$ cat config.mk
export PLATFORM = sky130hd
export DESIGN_NAME = cidr_cell
export DESIGN_NICKNAME = d
export VERILOG_FILES = /design/src/hw/rtl/cidr_pkg.sv /design/src/hw/rtl/cidr_cell.sv
export SDC_FILE = /design/constraint.sdc
export NUM_CORES = 1
export LEC_CHECK = 0
export BUFFER_PORTS_ARGS = -buffer_cell sky130_fd_sc_hd__buf_2
export CELL_PAD_IN_SITES_DETAIL_PLACEMENT = 0
export CELL_PAD_IN_SITES_GLOBAL_PLACEMENT = 2
export CORE_MARGIN = 2
export CORE_UTILIZATION = 35
export CTS_CLUSTER_SIZE = 20
export DETAILED_ROUTE_END_ITERATION = 6
export PLACE_DENSITY_LB_ADDON = 0.1
export SYNTH_ARGS = -nofsm -noshare
export SYNTH_HDL_FRONTEND = slang
export SYNTH_SLANG_ARGS = --single-unit
$ cat constraint.sdc
create_clock -name clk -period 3.89 [get_ports clk]
set_clock_uncertainty 0.2 [all_clocks]
set_input_delay 0.389 -clock clk [delete_from_list [all_inputs] [get_ports clk]]
set_output_delay 0.389 -clock clk [all_outputs]
set_load 0.01 [all_outputs]
$ cat src/hw/rtl/cidr_pkg.sv
// Shared types, widths and codes for the prefix membership table.
// No dependencies; every other file of the block depends on this package.
package cidr_pkg;

    // Table size and field widths
    localparam int TABLE_ENTRIES = 16;
    localparam int INDEX_W       = 4;
    localparam int PREFIX_W      = 8;
    localparam int HALF_W        = 64;
    localparam int ADDR_W        = 2 * HALF_W;
    // Cell id wide enough to hold any index of the chain
    localparam int CELL_ID_W     = $clog2(TABLE_ENTRIES + 1);

    // Operation codes
    localparam logic OP_LOOKUP = 1'b0;
    localparam logic OP_WRITE  = 1'b1;

    // Address families
    localparam logic FAM_IPV4 = 1'b0;
    localparam logic FAM_IPV6 = 1'b1;

    localparam logic [PREFIX_W-1:0] IPV4_MAX_PREFIX = PREFIX_W'(32);

    // Word carried from cell to cell: the request plus the running result
    typedef struct packed {
        logic                opcode;
        logic [INDEX_W-1:0]  entry_index;
        logic                entry_valid;
        logic                family;
        logic [PREFIX_W-1:0] prefix_length;
        logic [HALF_W-1:0]   address_high;
        logic [HALF_W-1:0]   address_low;
        logic                hit;
        logic [INDEX_W-1:0]  match_index;
    } word_t;

    // Mask of the top prefix bits of a 128-bit address.
    // IPv4 caps at 32; a shift of 128 or more yields a full mask.
    function automatic logic [ADDR_W-1:0] prefix_mask(
        input logic                fam,
        input logic [PREFIX_W-1:0] plen
    );
        logic [PREFIX_W-1:0] eff;
        eff = plen;
        if (fam == FAM_IPV4 && plen > IPV4_MAX_PREFIX)
        begin
            eff = IPV4_MAX_PREFIX;
        end
        return ~({ADDR_W{1'b1}} >> eff);
    endfunction

endpackage

$ cat src/hw/rtl/cidr_cell.sv
// One table cell: holds a single prefix entry and the pipeline register
// toward its neighbor. Depends on cidr_pkg.
module cidr_cell (
    input  logic                           clk,
    input  logic                           rst_n,
    input  logic                           advance,
    input  logic [cidr_pkg::CELL_ID_W-1:0] cell_id,
    input  logic                           in_valid,
    input  cidr_pkg::word_t                in_word,
    output logic                           out_valid,
    output cidr_pkg::word_t                out_word
);
    import cidr_pkg::*;

    logic                entry_valid_reg;
    logic                entry_family_reg;
    logic [PREFIX_W-1:0] entry_prefix_reg;
    logic [ADDR_W-1:0]   entry_addr_reg;

    logic                out_valid_reg;
    word_t               out_word_reg;
    word_t               out_word_next;

    logic                id_match;
    logic                write_en;
    logic                entry_hit;
    logic [ADDR_W-1:0]   mask;
    logic [ADDR_W-1:0]   lookup_addr;

    // Write decode against this cell's slot
    assign id_match = (32'(in_word.entry_index) == 32'(cell_id));
    assign write_en = advance && in_valid && (in_word.opcode == OP_WRITE) && id_match;

    // Prefix compare of the passing lookup against the stored entry
    assign mask        = prefix_mask(entry_family_reg, entry_prefix_reg);
    assign lookup_addr = {in_word.address_high, in_word.address_low};
    assign entry_hit   = (in_word.opcode == OP_LOOKUP) && entry_valid_reg
                         && (entry_family_reg == in_word.family)
                         && (((lookup_addr ^ entry_addr_reg) & mask) == '0);

    // First hit along the chain wins, so earlier cells keep the lowest index
    always_comb
    begin
        out_word_next = in_word;
        if (entry_hit && !in_word.hit)
        begin
            out_word_next.hit         = 1'b1;
            out_word_next.match_index = INDEX_W'(cell_id);
        end
    end

    // Valid marks
    always_ff @(posedge clk or negedge rst_n)
    begin
        if (!rst_n)
        begin
            entry_valid_reg <= 1'b0;
            out_valid_reg   <= 1'b0;
        end
        else
        begin
            if (write_en)
            begin
                entry_valid_reg <= in_word.entry_valid;
            end
            if (advance)
            begin
                out_valid_reg <= in_valid;
            end
        end
    end

    // Entry contents and forwarded word
    always_ff @(posedge clk)
    begin
        if (write_en)
        begin
            entry_family_reg <= in_word.family;
            entry_prefix_reg <= in_word.prefix_length;
            entry_addr_reg   <= lookup_addr;
        end
        if (advance)
        begin
            out_word_reg <= out_word_next;
        end
    end

    assign out_valid = out_valid_reg;
    assign out_word  = out_word_reg;

    // A write word never leaves a cell carrying a hit
    assert property (@(posedge clk) disable iff (!rst_n)
        out_valid_reg && (out_word_reg.opcode == OP_WRITE) |-> !out_word_reg.hit)
        else $error("write word carries a hit");

    // A hit found upstream is kept with its index
    assert property (@(posedge clk) disable iff (!rst_n)
        advance && in_valid && in_word.hit
        |=> out_word_reg.hit && (out_word_reg.match_index == $past(in_word.match_index)))
        else $error("upstream hit lost or altered");

    // The stored valid mark changes only through a write to this slot
    assert property (@(posedge clk) disable iff (!rst_n)
        !$stable(entry_valid_reg) |-> $past(write_en))
        else $error("entry valid changed without a write");

endmodule

== Word level (Yosys, flattened, before mapping) ==
Index checks and enable logic that the tools add are counted.
Word-level totals
  flip-flop bits (word level): 287
  word-level logic and storage cells: 35
  bits in writable memories: 0
  output and inout port bits: 149
  input bits: 157
  memories: 0
  bits in latches: 0
  bits in read-only memories: 0
Cells by class
  bitwise operators: 5
  reduce and logical (&&, ||, !) cells: 10
  multiplexer cells: 2
  multiply operators: 0
  add/subtract/negate cells: 0
  div/mod/pow operators: 0
  equal/unequal tests: 2
  $lt $le $gt $ge: 1
  shifts and indexed selects: 1
Operators with widths (count)
  128-bit bitwise AND: 1
  128-bit zero test: 1
  128-bit NOT: 1
  128-bit by 8-bit >> shifter with 128-bit output (first input constant): 1
  128-bit XOR: 1
  8-bit by 6-bit > comparator with 1-bit output (second input constant): 1
  1-bit logical AND: 8
  8-bit 2-to-1 mux: 1
  4-bit by 5-bit == test with 1-bit output: 1
  4-bit 2-to-1 mux: 1
  1-bit NOT: 2
  1-bit == test: 1
  1-bit zero test: 1

== Logic depth before layout (Yosys ltp) ==
  depth after elaboration: 10
  mapped depth: 11
  depth with buffers taken out: 8

== Worst setup path after synthesis ==
Ideal clock, no wire load.
  path kind: input port to flip-flop
  from: input cell_id[0] (netlist name)
  to: register entry_valid_reg
  path buffers: 0
  data arrival time: 15.779 ns
  stages: 4
  slack: -12.220 ns
  path through: xor2_1 or4b_2 nor4_1 mux2_2
Between the ends
  word-level cells in the longest chain between the ends: 2
RTL lines
  from (decl): line cidr_cell.sv:7  | input logic [cidr_pkg::CELL_ID_W-1:0] cell_id,
  4-bit by 5-bit == test with 1-bit output: line cidr_cell.sv:31  | assign id_match = (32'(in_word.entry_index) == 32'(cell_id));
  1-bit logical AND: line cidr_cell.sv:32  | assign write_en = advance && in_valid && (in_word.opcode == OP_WRITE) && id_match;
  named net write_en: line cidr_cell.sv:25  | logic write_en;
  to (signal assigned): line cidr_cell.sv:64  | entry_valid_reg <= in_word.entry_valid;
  to (decl): line cidr_cell.sv:15  | logic entry_valid_reg;
The timed path passes the listed nets, and every way through them passes these cells.
A chain may end at the register's enable or synchronous reset.

==> metrics.md <==
| Metric | Value |
|---|---|
| Crit start category | `register` |
| Ys async rst share | `less than 1%` |
| Remaining antenna violation count after routing | `0` |
| Gp weighted congestion | `slightly above 0.9` |
| Initial antenna violation count | `0` |
| Most common cell after layout, fill and taps aside | `buf_2` |
| Die area | `0.0356 mm^2` |
| CP endpoint kind | `register` |
| Seq/Total Area, Yosys | `72.0%` |
| Worst relative slew slack | `41.2%` |
| DP HPWL | `between 20000 and 30000 um` |
| DR WL/cell | `~21 um` |
| Setup violations, final | `0` |
| Post-synth EDFFs | `about 290` |
| Total CTS buffers | `31` |
| Slew Limit Fails | `0` |
| Syn avg cell area | `15.6 um^2` |
| Rows | `67` |
| Final-stage net count | `~1400` |
| Post-Synthesis Cells | `~770` |
| Syn Nets | `around 900` |
| Ys flop type | `edfxtp_1` |
| DR pass1 iterations | `5` |
| Buffers added on ports | `between 300 and 400` |
| GRT Overall Usage | `between 20% and 30%` |
| Synth Register Bits | `approximately 290` |
| Max reg flops | `148` |
| Clock buffer depth | `3` |
| Static Leak | `between 6 and 7 nW` |
| Finished Core Util | `between 40% and 50%` |
| WL final | `36300 um` |
| CTS tree | `yes` |
| Clock-pin slew on the worst setup and hold paths | `60 ps` |
| Share of layout cells above drive strength 1 | `between 30% and 40%` |
| Most frequent cells in the layout | `buf_2, edfxtp_1, dlygate4sd3_1, xnor2_1, xor2_1` |
| Design area | `0.0166 mm^2` |
| Pwr Density | `around 420 mW/mm^2` |
| Largest net degree at the start of global routing | `just under 70` |
| Filler Cell Count | `roughly 3000` |
| Chip width | `around 190 um` |
| Worst vdd ir | `between 300 and 400 uV` |
| Post-synthesis cell type count | `73` |
| WP data arrival | `around 3900 ps` |
| Setup Crit Path Kind | `reg -> reg` |
| Vias/cell | `slightly below 5` |
| CP Max Fanout | `12` |
| Max_cap viols | `0` |
| Fmax | `0.267 GHz` |
| Detailed-route via count | `about 8500` |
| Core Area | `around 0.034 mm^2` |
| First-pass GRT wire length | `54000 um` |
| Worst min path class | `in -> reg` |
| RSZ-0062 raised after global routing | `no` |
| Cell Area, Placed | `0.0141 mm^2` |
| Yosys warns | `0` |
| Period utilisation layout | `between 90% and 100%` |
| Initial Util | `35.5%` |
| Skew-Pair Late Insertion Delay | `560 ps` |
| Clk root buf | `clkbuf_16` |
| DRC violations left | `0` |
| I/O pin count | `306` |
| Grt total ovfl | `0` |
| WP data required | `~4000 ps` |
| H-tree depth | `1` |
| Vias in the first global route | `8748` |
| Tot Pwr | `approximately 0.0070 W` |
| Die Ht | `between 150 and 200 um` |
| Ant diodes | `0` |
| Status | `completed` |
| Fin cells | `about 1700` |
| Area growth, synth to finish | `39.1%` |
| CTS Sinks | `~290` |
| Final min period | `approximately 3800 ps` |
| Placed cells | `1519` |
| Mapped Area | `roughly 0.012 mm^2` |
| Hold Fails Final Rpt | `0` |
| Slew @ Worst Pin | `~880 ps` |
| DR iter-0 viols | `465` |
[synth_stat cells (all sizes together), types with 2 or more instances]
| cell | n | area share (%) |
|---|---|---|
| o21a | 5 | 0.31 |
| nand4 | 10 | 0.63 |
| a22oi | 4 | 0.25 |
| o21ai | 41 | 1.7 |
| nand3b | 3 | 0.19 |
| xor2 | 62 | 4.6 |
| o221ai | 3 | 0.22 |
| a211oi | 5 | 0.31 |
| buf | 10 | 0.63 |
| nor3 | 24 | 1.0 |
| clkbuf | 22 | 1.0 |
| o32ai | 5 | 0.37 |
| dfrtp | 2 | 0.42 |
| xnor2 | 71 | 5.2 |
| mux2 | 5 | 0.60 |
| o31a | 2 | 0.16 |
| and2 | 8 | 0.42 |
| or3 | 5 | 0.26 |
| a31oi | 7 | 0.37 |
| o31ai | 7 | 0.44 |
| a311oi | 2 | 0.15 |
| nor4b | 2 | 0.15 |
| inv | 3 | 0.094 |
| a21oi | 45 | 1.9 |
| a21o | 2 | 0.13 |
| edfxtp | 285 | 72 |
| o211a | 2 | 0.17 |
| nor2 | 31 | 0.99 |
| nor4 | 14 | 1.0 |
| nand2 | 24 | 0.88 |
| nand2b | 2 | 0.10 |
| nand4b | 2 | 0.27 |
| o22ai | 9 | 0.52 |
| or4 | 2 | 0.19 |
| o211ai | 6 | 0.38 |
| or2 | 4 | 0.21 |
| nand3 | 10 | 0.46 |
| o2111ai | 4 | 0.29 |
[power by group]
part / switching [W] / internal [W]
sequential: 0.0000340 / 0.00355
combinational: 0.000355 / 0.000317
clock: 0.00116 / 0.00159
total: 0.00154 / 0.00545
[cell type report]
cell class                      instances  area (um^2)  area share, %
Clock buffer                           40          810           4.87
Multi-Input combinational cell        445         3150           18.9
Tap cell                              448          561           3.37
Sequential cell                       287         8610           51.8
Timing Repair Buffer                  493         3360           20.2
Inverter                                3         11.3         0.0677
Clock inverter                         15          124          0.745
[routing by layer]
metal / GRT usage [%] / share of wire, % / up-vias / routed length [um]
met5: 0 / 0 / - / 0
met4: 6.25 / 2.8 / 0 / 1020
met3: 3.32 / 6.2 / 63 / 2230
met2: 32.5 / 46 / 346 / 16800
met1: 27.7 / 45 / 4092 / 16200
li1: - / - / 3950 / -
[critical path, stage by stage (launching register included)]
cell and delay [ps]:
edfxtp_1 660, nor3_2 130, buf_4 190, nor2_1 550
o21ai_0 200, a32oi_1 310, nand4_2 150, nor4_2 380
buf_4 180, nand4b_4 190, mux2_4 340
[worst paths after layout]
check / start / cells after the start / endpoint / slack (ps)
min: cell_id[4] / 3 / entry_addr_reg[10] / 120
min reg2reg: out_valid / 2 / out_valid / 320
min in group asynchronous: rst_n / 3 / entry_valid_reg / 480
max: entry_prefix_reg[6] / 10 / out_word[2] / 140
max reg2reg: entry_prefix_reg[6] / 10 / out_word[2] / 140
max in group asynchronous: rst_n / 3 / out_valid / 2890
[kinds of logic (layout without fill, tap and decap cells)]
group,count (synthesis),count (layout),synth area share [%]
DFF,287,287,72.0
AOI/OAI and AO/OA,159,159,8.46
and+or+nand+nor,147,147,7.26
xor gates and xnor gates,133,133,9.81
buffers and inverters,35,551,1.75
muxes,5,5,0.597
adders and majority gates,1,1,0.0838
[per-stage QoR]
stage                     setup WS, ps  setup TNS, ps  hold WS [ps]
after CTS                          238              0          96.1
after global placement             231              0         -19.1
after detailed placement           249              0         -23.3
after global routing              74.0              0           116
final                              140              0           119
after floorplan                  -2420        -304330          -107
[what timing repair did]
action / 4_1_cts / 5_1_grt
gates resized for setup: 0 / 0
setup buffers: 0 / 0
hold endpoints to repair: 308 / 0
hold buffers: 157 / 0
No activity file was read; power rests on OpenSTA's default activity.
